===== src/design/alr_pkg.sv =====
// shared word types and constants for the address literal recognizer
package alr_pkg;

  // result classes
  typedef enum logic [2:0] {
    KIND_INVALID = 3'd0,
    KIND_MAC     = 3'd1,
    KIND_IPV6    = 3'd2,
    KIND_IPV4    = 3'd3,
    KIND_NUMBER  = 3'd4,
    KIND_NAME    = 3'd5
  } kind_t;

  // one character of a word
  typedef struct packed {
    logic [7:0] char_code;
    logic       last_char;
  } alr_in_t;

  // one classified word
  typedef struct packed {
    kind_t       kind;
    logic [63:0] addr_high;
    logic [63:0] addr_low;
  } alr_out_t;

  localparam logic [4:0]  MAC_TEXT_LEN = 5'd17;
  localparam logic [4:0]  LEN_MAX      = 5'd31;
  localparam logic [3:0]  GROUP_SLOTS  = 4'd8;
  localparam logic [3:0]  DBL_GROUPS   = 4'd7;
  localparam logic [2:0]  GROUP_DIGITS = 3'd4;
  localparam logic [2:0]  OCTET_LAST   = 3'd3;
  localparam logic [11:0] OCTET_MAX    = 12'd255;

  localparam logic [7:0] CH_COLON = 8'h3A;
  localparam logic [7:0] CH_DOT   = 8'h2E;
  localparam logic [7:0] CH_ZERO  = 8'h30;
  localparam logic [7:0] CH_NINE  = 8'h39;
  localparam logic [7:0] CH_LA    = 8'h61;
  localparam logic [7:0] CH_LF    = 8'h66;
  localparam logic [7:0] CH_UA    = 8'h41;
  localparam logic [7:0] CH_UF    = 8'h46;

endpackage


===== src/design/address_literal_recognizer.sv =====
// top level: per-character word classifier for mac, ipv6, ipv4, number and name words
// result: a word's result is loaded into the result register when its last character advances out of the input register
// throughput: one character per cycle unless a last character waits on a stalled result, words back to back with no gap
// an input register and a result register bound the single pass of word logic
// reset (synchronous, rst_n low) empties both registers and clears all word state
// the group store needs no clearing: entries not written in the current word are masked
module address_literal_recognizer (
  input  logic             clk,
  input  logic             rst_n,
  input  logic             in_valid,
  output logic             in_stall,
  input  alr_pkg::alr_in_t in_data,
  output logic             out_valid,
  input  logic             out_stall,
  output alr_pkg::alr_out_t out_data
);
  import alr_pkg::*;

  // input register
  logic       s1_valid_r;
  logic [7:0] s1_char_r;
  logic       s1_last_r;
  logic       adv;

  // result register
  logic     out_valid_r;
  alr_out_t out_data_r;
  alr_out_t res_nxt;

  // word state
  logic [4:0]  len_r, len_nxt;
  logic        sdig_r, sdig_nxt;
  logic        cseen_r, cseen_nxt;
  logic [3:0]  nl_r, nl_nxt;
  logic [3:0]  nr_r, nr_nxt;
  logic [15:0] gval_r, gval_nxt;
  logic [2:0]  gdig_r, gdig_nxt;
  logic        prev_r, prev_nxt;
  logic        pair_r, pair_nxt;
  logic        dbl_r, dbl_nxt;
  logic        emac_r, emac_nxt;
  logic        ev6_r, ev6_nxt;
  logic        ev4_r, ev4_nxt;
  logic        enum_r, enum_nxt;
  logic [31:0] oct_r, oct_nxt;
  logic [2:0]  idx_r, idx_nxt;
  logic [7:0]  v4val_r, v4val_nxt;
  logic        v4dig_r, v4dig_nxt;
  logic [31:0] nval_r, nval_nxt;
  logic        novf_r, novf_nxt;

  // group stores: left groups by position, right groups shifted in from the end
  logic [15:0] grp_l_r [8];
  logic [15:0] grp_l_nxt [8];
  logic [15:0] grp_r_r [8];
  logic [15:0] grp_r_nxt [8];

  // character decode
  logic       is_dig, is_colon, is_dot, nib_ok;
  logic [3:0] nib, dval;
  logic       mac_colon_pos;

  // group push and finish helpers
  logic        push;
  logic [15:0] push_val;
  logic [3:0]  total;
  logic [11:0] v4_prod;
  logic [35:0] n_prod;
  logic        v4_ok;
  logic [15:0] grp [8];
  logic [3:0]  tail_first;

  // handshake
  assign adv       = s1_valid_r && (!s1_last_r || !out_valid_r || !out_stall);
  assign in_stall  = s1_valid_r && !adv;
  assign out_valid = out_valid_r;
  assign out_data  = out_data_r;

  // character classes
  always_comb begin
    is_dig   = (s1_char_r >= CH_ZERO) && (s1_char_r <= CH_NINE);
    is_colon = (s1_char_r == CH_COLON);
    is_dot   = (s1_char_r == CH_DOT);
    dval     = s1_char_r[3:0];
    nib_ok   = 1'b1;
    if (is_dig) begin
      nib = s1_char_r[3:0];
    end else if ((s1_char_r >= CH_LA) && (s1_char_r <= CH_LF)) begin
      nib = 4'(s1_char_r - CH_LA + 8'd10);
    end else if ((s1_char_r >= CH_UA) && (s1_char_r <= CH_UF)) begin
      nib = 4'(s1_char_r - CH_UA + 8'd10);
    end else begin
      nib    = 4'd0;
      nib_ok = 1'b0;
    end
    mac_colon_pos = (len_r == 5'd2) || (len_r == 5'd5) || (len_r == 5'd8) ||
                    (len_r == 5'd11) || (len_r == 5'd14);
  end

  // one pass: character update, end of word and result
  always_comb begin
    len_nxt   = (len_r == LEN_MAX) ? len_r : len_r + 5'd1;
    sdig_nxt  = (len_r == 5'd0) ? is_dig : sdig_r;
    cseen_nxt = cseen_r | is_colon;
    nl_nxt    = nl_r;
    nr_nxt    = nr_r;
    gval_nxt  = gval_r;
    gdig_nxt  = gdig_r;
    prev_nxt  = prev_r;
    pair_nxt  = pair_r;
    dbl_nxt   = dbl_r;
    emac_nxt  = emac_r;
    ev6_nxt   = ev6_r;
    ev4_nxt   = ev4_r;
    enum_nxt  = enum_r;
    oct_nxt   = oct_r;
    idx_nxt   = idx_r;
    v4val_nxt = v4val_r;
    v4dig_nxt = v4dig_r;
    nval_nxt  = nval_r;
    novf_nxt  = novf_r;
    grp_l_nxt = grp_l_r;
    grp_r_nxt = grp_r_r;
    push      = 1'b0;
    push_val  = gval_r;

    // mac pattern: hex pairs split by colons
    if (len_r < MAC_TEXT_LEN) begin
      if (mac_colon_pos) begin
        if (!is_colon) emac_nxt = 1'b1;
      end else if (!nib_ok) begin
        emac_nxt = 1'b1;
      end
    end

    // ipv6 groups
    if (is_colon) begin
      if (prev_r) begin
        if (dbl_r) begin
          ev6_nxt = 1'b1;
        end else begin
          dbl_nxt  = 1'b1;
          pair_nxt = 1'b1;
        end
      end else begin
        if (gdig_r != 3'd0) push = 1'b1;
        pair_nxt = 1'b0;
      end
      prev_nxt = 1'b1;
    end else begin
      if (prev_r && !pair_r && (len_r == 5'd1)) ev6_nxt = 1'b1;
      if (!nib_ok) begin
        ev6_nxt = 1'b1;
      end else if (gdig_r >= GROUP_DIGITS) begin
        ev6_nxt = 1'b1;
      end else begin
        gdig_nxt = gdig_r + 3'd1;
        gval_nxt = {gval_r[11:0], nib};
      end
      prev_nxt = 1'b0;
      pair_nxt = 1'b0;
    end

    // end of word closes a trailing group
    if (s1_last_r) begin
      if (prev_nxt && !pair_nxt) ev6_nxt = 1'b1;
      if (gdig_nxt != 3'd0) begin
        push     = 1'b1;
        push_val = gval_nxt;
      end
    end

    // group push, at most one per character
    total = nl_r + nr_r;
    if (push) begin
      if (total >= GROUP_SLOTS) begin
        ev6_nxt = 1'b1;
      end else if (dbl_nxt) begin
        for (int i = 0; i < 7; i++) grp_r_nxt[i] = grp_r_r[i + 1];
        grp_r_nxt[7] = push_val;
        nr_nxt       = nr_r + 4'd1;
      end else begin
        grp_l_nxt[nl_r[2:0]] = push_val;
        nl_nxt               = nl_r + 4'd1;
      end
      gval_nxt = 16'd0;
      gdig_nxt = 3'd0;
    end

    // dotted ipv4
    v4_prod = {1'b0, v4val_r, 3'b000} + {3'b000, v4val_r, 1'b0} + {8'd0, dval};
    if (!ev4_r) begin
      if (is_dot) begin
        if (!v4dig_r || (idx_r > OCTET_LAST)) begin
          ev4_nxt = 1'b1;
        end else begin
          oct_nxt[{~idx_r[1:0], 3'b000} +: 8] = v4val_r;
          idx_nxt   = idx_r + 3'd1;
          v4val_nxt = 8'd0;
          v4dig_nxt = 1'b0;
        end
      end else if (is_dig) begin
        v4val_nxt = v4_prod[7:0];
        v4dig_nxt = 1'b1;
        if (v4_prod > OCTET_MAX) ev4_nxt = 1'b1;
      end else begin
        ev4_nxt = 1'b1;
      end
    end

    // decimal number
    n_prod = {1'b0, nval_r, 3'b000} + {3'b000, nval_r, 1'b0} + {32'd0, dval};
    if (!is_dig) begin
      enum_nxt = 1'b1;
    end else if (!novf_r) begin
      nval_nxt = n_prod[31:0];
      if (n_prod[35:32] != 4'd0) novf_nxt = 1'b1;
    end

    // assemble ipv6 groups: left part, zero fill, right part
    tail_first = GROUP_SLOTS - nr_nxt;
    for (int i = 0; i < 8; i++) begin
      grp[i] = ((4'(i) < nl_nxt) ? grp_l_nxt[i] : 16'd0) |
               ((4'(i) >= tail_first) ? grp_r_nxt[i] : 16'd0);
    end

    // three dots must close the first three octets, and the fourth octet must hold a digit
    v4_ok = !ev4_nxt && v4dig_nxt && (idx_nxt == OCTET_LAST);

    // classification
    res_nxt.kind      = KIND_INVALID;
    res_nxt.addr_high = 64'd0;
    res_nxt.addr_low  = 64'd0;
    if (cseen_nxt) begin
      if (!emac_nxt && (len_nxt == MAC_TEXT_LEN)) begin
        res_nxt.kind     = KIND_MAC;
        res_nxt.addr_low = {16'd0, grp_l_nxt[0][7:0], grp_l_nxt[1][7:0],
                            grp_l_nxt[2][7:0], grp_l_nxt[3][7:0],
                            grp_l_nxt[4][7:0], grp_l_nxt[5][7:0]};
      end else if (!ev6_nxt && ((nl_nxt + nr_nxt) <= GROUP_SLOTS) &&
                   (dbl_nxt ? ((nl_nxt + nr_nxt) <= DBL_GROUPS)
                            : ((nl_nxt + nr_nxt) == GROUP_SLOTS))) begin
        res_nxt.kind      = KIND_IPV6;
        res_nxt.addr_high = {grp[0], grp[1], grp[2], grp[3]};
        res_nxt.addr_low  = {grp[4], grp[5], grp[6], grp[7]};
      end
    end else if (sdig_nxt) begin
      if (v4_ok) begin
        res_nxt.kind     = KIND_IPV4;
        res_nxt.addr_low = {32'd0, oct_nxt[31:8], v4val_nxt};
      end else if (!enum_nxt && !novf_nxt) begin
        res_nxt.kind     = KIND_NUMBER;
        res_nxt.addr_low = {32'd0, nval_nxt};
      end
    end else begin
      res_nxt.kind = KIND_NAME;
    end

    // start a fresh word after the last character
    if (s1_last_r) begin
      len_nxt   = 5'd0;
      sdig_nxt  = 1'b0;
      cseen_nxt = 1'b0;
      nl_nxt    = 4'd0;
      nr_nxt    = 4'd0;
      gval_nxt  = 16'd0;
      gdig_nxt  = 3'd0;
      prev_nxt  = 1'b0;
      pair_nxt  = 1'b0;
      dbl_nxt   = 1'b0;
      emac_nxt  = 1'b0;
      ev6_nxt   = 1'b0;
      ev4_nxt   = 1'b0;
      enum_nxt  = 1'b0;
      oct_nxt   = 32'd0;
      idx_nxt   = 3'd0;
      v4val_nxt = 8'd0;
      v4dig_nxt = 1'b0;
      nval_nxt  = 32'd0;
      novf_nxt  = 1'b0;
    end
  end

  // input register
  always_ff @(posedge clk) begin
    if (!rst_n) begin
      s1_valid_r <= 1'b0;
    end else if (in_valid && !in_stall) begin
      s1_valid_r <= 1'b1;
    end else if (adv) begin
      s1_valid_r <= 1'b0;
    end
    if (in_valid && !in_stall) begin
      s1_char_r <= in_data.char_code;
      s1_last_r <= in_data.last_char;
    end
  end

  // result register
  always_ff @(posedge clk) begin
    if (!rst_n) begin
      out_valid_r <= 1'b0;
    end else if (adv && s1_last_r) begin
      out_valid_r <= 1'b1;
    end else if (!out_stall) begin
      out_valid_r <= 1'b0;
    end
    if (adv && s1_last_r) begin
      out_data_r <= res_nxt;
    end
  end

  // word state
  always_ff @(posedge clk) begin
    if (!rst_n) begin
      len_r   <= 5'd0;
      sdig_r  <= 1'b0;
      cseen_r <= 1'b0;
      nl_r    <= 4'd0;
      nr_r    <= 4'd0;
      gval_r  <= 16'd0;
      gdig_r  <= 3'd0;
      prev_r  <= 1'b0;
      pair_r  <= 1'b0;
      dbl_r   <= 1'b0;
      emac_r  <= 1'b0;
      ev6_r   <= 1'b0;
      ev4_r   <= 1'b0;
      enum_r  <= 1'b0;
      oct_r   <= 32'd0;
      idx_r   <= 3'd0;
      v4val_r <= 8'd0;
      v4dig_r <= 1'b0;
      nval_r  <= 32'd0;
      novf_r  <= 1'b0;
    end else if (adv) begin
      len_r   <= len_nxt;
      sdig_r  <= sdig_nxt;
      cseen_r <= cseen_nxt;
      nl_r    <= nl_nxt;
      nr_r    <= nr_nxt;
      gval_r  <= gval_nxt;
      gdig_r  <= gdig_nxt;
      prev_r  <= prev_nxt;
      pair_r  <= pair_nxt;
      dbl_r   <= dbl_nxt;
      emac_r  <= emac_nxt;
      ev6_r   <= ev6_nxt;
      ev4_r   <= ev4_nxt;
      enum_r  <= enum_nxt;
      oct_r   <= oct_nxt;
      idx_r   <= idx_nxt;
      v4val_r <= v4val_nxt;
      v4dig_r <= v4dig_nxt;
      nval_r  <= nval_nxt;
      novf_r  <= novf_nxt;
    end
  end

  // group stores, read only below the group counts
  always_ff @(posedge clk) begin
    if (adv) begin
      grp_l_r <= grp_l_nxt;
      grp_r_r <= grp_r_nxt;
    end
  end

  // checks
  a_group_bound: assert property (@(posedge clk) disable iff (!rst_n)
    (nl_r + nr_r) <= GROUP_SLOTS)
    else $error("group count above eight");

  a_last_gives_word: assert property (@(posedge clk) disable iff (!rst_n)
    adv && s1_last_r |=> out_valid_r)
    else $error("last character did not load a result");

  a_stall_only_busy: assert property (@(posedge clk) disable iff (!rst_n)
    in_stall |-> s1_valid_r && s1_last_r && out_valid_r)
    else $error("input stalled without a pending result");

  a_empty_addr: assert property (@(posedge clk) disable iff (!rst_n)
    out_valid_r && (out_data_r.kind == KIND_INVALID || out_data_r.kind == KIND_NAME)
      |-> out_data_r.addr_high == 64'd0 && out_data_r.addr_low == 64'd0)
    else $error("address bits set on an invalid or name word");

  a_high_v6_only: assert property (@(posedge clk) disable iff (!rst_n)
    out_valid_r && out_data_r.kind != KIND_IPV6 |-> out_data_r.addr_high == 64'd0)
    else $error("upper address bits set on a non ipv6 word");

endmodule

===== config.mk =====
export PLATFORM = sky130hd
export DESIGN_NAME = address_literal_recognizer
export DESIGN_NICKNAME = d
export VERILOG_FILES = /design/src/design/alr_pkg.sv /design/src/design/address_literal_recognizer.sv
export SDC_FILE = /design/constraint.sdc
export NUM_CORES = 1
export LEC_CHECK = 0
export BUFFER_PORTS_ARGS = -buffer_cell sky130_fd_sc_hd__buf_2
export CAP_MARGIN = 15
export CORE_MARGIN = 4
export CORE_UTILIZATION = 37
export DETAILED_ROUTE_END_ITERATION = 7
export PLACE_DENSITY = 0.54
export SETUP_SLACK_MARGIN = 0.5
export SLEW_MARGIN = 20
export SYNTH_ARGS = -nofsm -noshare
export SYNTH_HDL_FRONTEND = slang
export SYNTH_SLANG_ARGS = --single-unit

===== constraint.sdc =====
create_clock -name clk -period 19.5 [get_ports clk]
set_input_delay 1.95 -clock clk [delete_from_list [all_inputs] [get_ports clk]]
set_output_delay 1.95 -clock clk [all_outputs]
set_load 0.03 [all_outputs]

==> out/results.ini, run 1 <==
[synthesis]
ys_seq_area_frac=0.514
synth-edff-count=396
syn_area_per_cell_um2=9.95
synth.yosys.warnings=0
synth_seq_cells=508
synthFlopType=edfxtp_1
synth_mux_area_frac=0.0264
synthAdderAreaFrac=0.0507
syn-num-nets=2884
synth_xor_area_frac=0.0113
synth_area_um2=27500
synth.distinct_cells=77
synth_top_family_by_area=compound AO/OA/AOI/OAI gates
synthSimpleGateAreaFrac=0.168
synth_compound_area_frac=0.184
postSynthCellCount=2762
async_flop_share=0

[critical_path]
cp_slowest_cell=nand4_1
crit_path_max_fanout=64
end_kind=flip-flop
crit_chain=ha_1 -> a21o_1 -> a21oi_1 -> xor2_1 -> nand3_4 -> buf_4 -> xnor2_1 -> inv_1 -> ha_1 -> xnor3_2 -> buf_4 -> nand4_1 -> nand2b_1 -> a211oi_1
r2r_end=out_data[109]
start_kind=flip-flop
slowest_delay_ns=0.81
critical_path_class=reg2reg
worstPathArrival_ns=6.27
r2r-start=nl_r[1]
cp.required_ns=19.98
rrSetupSlack_ns=13.71
r2r_cells=14

[cells_and_area]
layout_commonest_cell=nand2_1
insertedDiodeCount=0
drive_gt1_frac=0.129
area_delta_synth_final_pct=13.9
final_cell_mix=458 x nand2_1, 396 x edfxtp_1, 205 x a21oi_1, 145 x buf_2, 139 x nor2_1
fin_nets=2953
fillCellCount=7043
final_cells=3839
utilization=0.427
stdcell_area_um2=31300

[sta]
maxSlewHeadroom=0.211
setup_tns_ns=0
rsz0062_at_grt=false
worst_pin_slew_ns=1.18
period_minus_slack_ns=5.79
finalCritPeriodShare=0.297
slew_violations=0
finalSetupViolCount=0
hold_viol_final=0
setup_ws_ns=13.71
maxClockFrequency_ghz=0.173
finalClockSkew_ns=0.0824
hold_ws_ns=0.500

[job]
drv_cap=0

[place]
dp.cells=3730
portBuffers=145
place_congestion=0.863
dpl.hpwl_mm=63.5
place_area_um2=29200
post-place-ws_ns=13.59

[worst_hold_path]
min_path_cells=2
holdPathEnd=grp_r_r[68]
min_path_type=reg2reg
hold_start=grp_r_r[52]

[clocking]
clock_path_buffers=3
cts_sinks=508
cts_setup_buffers=0
clkSlewWorstSetupHoldPaths_ns=0.06
cts_resized=0
cts-root-buf=clkbuf_16
cts_buffers=57
clock_latency_ns=0.67
cts_hold_buf=0
cts_max_level=2
cts_tree=built

[route]
num_vias=22000
viasPerCell=5.73
drtIter0Drc=2246
postRouteAntennaNets=0
wl_per_cell_um=24.3
drc=0
drtPass1Iterations=6
drt-total-wl_mm=93.4

[floorplanning]
die_h_um=281
ios=146
row_count=99
die_width_um=281
die_area_um2=78700
start_util=0.375
coreArea_um2=73300

[global_route]
grt-ovfl-total=0
grt_pass1_vias=21300
antenna_found_initial=2
grt_max_degree=181
grt_pass1_wl_mm=139
grt_usage=0.231

[run_status]
status=finished clean

[power_and_ir_drop]
p_total_mw=2.47
power_density_nw_per_um2=79.0
ir_worst_vdd_mv=0.0736
leakagePower_nw=11.4

## area by class of cell
| type | count | area (um2) | share of cell area |
|---|---|---|---|
| timing repair buffer | 203 | 1180 | 0.0376 |
| sequential | 508 | 14100 | 0.451 |
| inverter | 119 | 459 | 0.0147 |
| clock buffer | 72 | 1580 | 0.0504 |
| tap | 959 | 1200 | 0.0383 |
| clock inverter | 36 | 480 | 0.0153 |
| multi-input combinational | 1942 | 12300 | 0.392 |
## metal layers
layer  global-route usage  vias to the layer above  share of wire
li1                     -                    10300              -
met1                0.318                    10900           0.44
met2                0.391                      739           0.48
met3               0.0286                      113          0.060
met4               0.0543                        2          0.023
met5                    0                        -        0.00014
## worst max-delay path by stage
| stage | cells past startpoint | to | startpoint |
|---|---|---|---|
| floorplan | 8 | len_r[1] | out_stall |
| global placement | 16 | out_data[80] | s1_char_r[0] |
| detailed placement | 14 | out_data[83] | nl_r[1] |
| CTS | 14 | out_data[84] | nl_r[1] |
| global route | 14 | out_data[109] | nl_r[1] |
| finish | 14 | out_data[109] | nl_r[1] |
## worst max-delay path, delay by kind of cell, from the launching register on
family          cells  cell delay (ns)
fa+ha+maj           2             0.54
xor+xnor            3             1.31
buf+inv             3             0.98
compound gates      3             0.76
simple gates        3             1.32
flops               1             0.64
## Yosys cell counts, types with 32 or more instances
library cell  count  area [um2]
nand4_1          33         206
a22oi_1          88         661
ha_1            105        1310
nor3_1           97         485
o22a_1           32         280
nor2b_1         121         757
nand2_1         458        1720
clkbuf_1        158         593
mux2i_1          59         591
inv_1           119         447
o21ai_0         116         581
dfxtp_1         112        2240
nor2_1          140         526
a21oi_1         206        1030
edfxtp_1        396       11900
## flip-flops by register name, summed over array words and instances, names as in the netlist, 5 cells and up
name	flops
grp_l_r	128
out_data	131
nval_r	32
s1_char_r	8
gval_r	16
v4val_r	8
grp_r_r	128
oct_r	24
len_r	5
## kinds of logic (layout without fill, tap and decap cells)
logic type,after synthesis,after routing
xor+xnor,34,34
buf+inv,312,430
compound gates,736,736
simple gates,992,992
fa+ha+maj,109,109
flops,508,508
mux,71,71
## where the power goes
part           switching [mW]  internal, mW
Clock                   0.482         0.697
Sequential             0.0129          1.19
Combinational          0.0696        0.0230
No activity file was read; power rests on OpenSTA's default activity.
==> inputs of run 2 (changes only) <==
- PLACE_DENSITY: 0.54 -> 0.56
- clock period: 19.5 -> 4.8 ns (I/O delays scaled with it)
==> out/results.ini, run 2 (synthesis results as in run 1) <==
[critical_path]
cp.required_ns=5.19  ; -14.79 ns
crit_chain=inv_2 -> ha_4 -> inv_2 -> o311a_4 -> o211a_4 -> o31ai_4 -> buf_4 -> nand4_1 -> xnor2_2 -> ha_4 -> nor2_1 -> mux2_2 -> or4_4 -> mux2i_4 -> buf_12 -> buf_16 -> o311ai_1
worstPathArrival_ns=4.71  ; -1.56 ns
crit_path_max_fanout=10  ; -84%
slowest_delay_ns=0.50  ; -0.31 ns
cp.buffers_inverters=5  ; +2
end_kind=flip-flop
critical_path.top_delay_family=compound AO/OA/AOI/OAI gates
critical_path_class=reg2reg
cp_slowest_cell=or4_4
start_kind=flip-flop

[power_and_ir_drop]
p_int_mw=7.44  ; +290%
p_comb_frac=0.042  ; +0.005
sw_frac_of_total=0.231  ; +0.00313
p_total_mw=9.69  ; +290%
leakagePower_nw=12.7  ; +11%
p_clk_frac=0.455  ; -0.022
power_density_nw_per_um2=292  ; +270%
switching_power_mw=2.24  ; +300%
ir_worst_vdd_mv=0.276  ; +270%
seqPwrFrac=0.503  ; +0.017

[floorplanning]
die_h_um=281  ; unchanged
row_count=99  ; unchanged
start_util=0.375  ; unchanged
die_area_um2=78700  ; unchanged
ios=146  ; unchanged
die_width_um=281  ; unchanged
coreArea_um2=73300  ; unchanged

[sta]
hold_ws_ns=0.0292  ; -0.471 ns
slew_violations=0  ; unchanged
finalClockSkew_ns=0.0592  ; -0.0233 ns
maxClockFrequency_ghz=0.231  ; +34%
setup_ws_ns=0.479  ; -13.23 ns
setup_tns_ns=0  ; unchanged
period_minus_slack_ns=4.32  ; -1.47 ns
worst_pin_slew_ns=1.12  ; -0.0673 ns
rsz0062_at_grt=true
maxSlewHeadroom=0.256  ; +0.0449
finalSetupViolCount=0  ; unchanged
finalCritPeriodShare=0.900  ; +0.603
hold_viol_final=0  ; unchanged

[cells_and_area]
fillCellCount=6944  ; -1.4%
fin_nets=3046  ; +3.1%
utilization=0.453  ; +0.0257
drive_gt1_frac=0.196  ; +0.0674
final_cell_mix=455 x nand2_1, 396 x edfxtp_1, 195 x a21oi_1, 145 x buf_2, 138 x nor2_1
multi_input_area_um2=13300  ; +8.1%
stdcell_area_um2=33200  ; +6.0%
largest_register_ffs=131  ; unchanged
final_cells=3930  ; +2.4%
area_delta_synth_final_pct=20.7
register_area_um2=14100  ; about the same
layout_commonest_cell=nand2_1
insertedDiodeCount=0  ; unchanged

[job]
drv_cap=0  ; unchanged

[global_route]
grt_busiest_layer=met2
grt_pass1_wl_mm=139  ; -0.43%
grt_usage=0.231  ; -0.000402
use_met2=0.388  ; -0.00328
grt_pass1_vias=21500  ; +1.0%
grt_max_degree=185  ; +2.2%
met3_usage=0.0270  ; -0.00166
antenna_found_initial=1  ; -1
grt-ovfl-total=0  ; unchanged
met1_usage=0.314  ; -0.00399

[place]
place_area_um2=29700  ; +1.6%
place_congestion=0.882  ; +2.1%
portBuffers=145  ; unchanged
dpl.hpwl_mm=65.0  ; +2.4%
dp.cells=3774  ; +1.2%
post-place-ws_ns=0.122  ; -13.47 ns

[clocking]
cts_max_level=2  ; unchanged
clock_path_buffers=3  ; unchanged
cts_buffers=56  ; -1.8%
cts_sinks=508  ; unchanged
clock_latency_ns=0.64  ; -0.03 ns
cts_tree=built
clkSlewWorstSetupHoldPaths_ns=0.06  ; about the same
cts-root-buf=clkbuf_16

[route]
viasPerCell=5.83  ; +1.7%
drtIter0Drc=2306  ; +2.7%
drtPass1Iterations=5  ; -1
drc=0  ; unchanged
wl_per_cell_um=24.7  ; +1.6%
postRouteAntennaNets=0  ; unchanged
drt-total-wl_mm=97.1  ; +4.0%
num_vias=22900  ; +4.1%

[run_status]
status=finished clean

[worst_hold_path]
min_path_type=in2reg

-- run 2: cell types whose count changed in the layout (fill, tap and decap cells not counted), sizes merged --
cell      previous run  this run
bufinv               9         6
clkinvlp             5         2
or3                 10        12
clkbuf              72        75
inv                121       119
clkinv              20        29
buf                203       288
-- run 2: power by group through the flow --
stage | clock, mW | combinational, mW | sequential [mW]
after floorplan | 0 | 0.205 | 4.99
after global placement | 0 | 0.379 | 4.97
after detailed placement | 0 | 0.384 | 4.97
after CTS | 4.47 | 0.393 | 4.87
after global routing | 4.66 | 0.433 | 4.88
final | 4.41 | 0.403 | 4.87
-- run 2: path summary, 6_finish.rpt --
check / slack, ns / startpoint / endpoint / depth (start not counted)
max: 0.48 / s1_char_r[0] / out_data[6] / 17
min: 0.03 / in_data[8] / s1_char_r[7] / 1
max reg2reg: 0.48 / s1_char_r[0] / out_data[6] / 17
min reg2reg: 0.47 / emac_r / emac_r / 2
-- run 2: worst register-to-register path: stages, from the launching register on --
cell      delay [ns]
edfxtp_1        0.43
inv_2           0.12
ha_4            0.15
inv_2           0.04
o311a_4         0.34
o211a_4         0.25
o31ai_4         0.23
buf_4           0.17
nand4_1         0.16
xnor2_2         0.22
ha_4            0.31
nor2_1          0.04
mux2_2          0.25
or4_4           0.50
mux2i_4         0.21
buf_12          0.19
buf_16          0.20
o311ai_1        0.31
-- run 2: per-layer routing --
layer | wire length, um | part of all wire
met5 | 0 | 0
met4 | 2970 | 0.031
met3 | 6450 | 0.066
met2 | 46900 | 0.48
met1 | 40800 | 0.42
-- run 2: area by class of cell --
type,instances,area share
timing repair buffer,295,0.0687
clock buffer,68,0.0445
clock inverter,37,0.0112
tap,959,0.0361
inverter,119,0.0139
sequential,508,0.426
multi-input combinational,1944,0.400
-- run 2: repair_timing --
item	in CTS	in global routing
gates cloned	2	10
setup endpoints to repair	125	131
pin swaps	12	40
resized for setup	48	159
buffers inserted	19	20
hold buffers	0	0
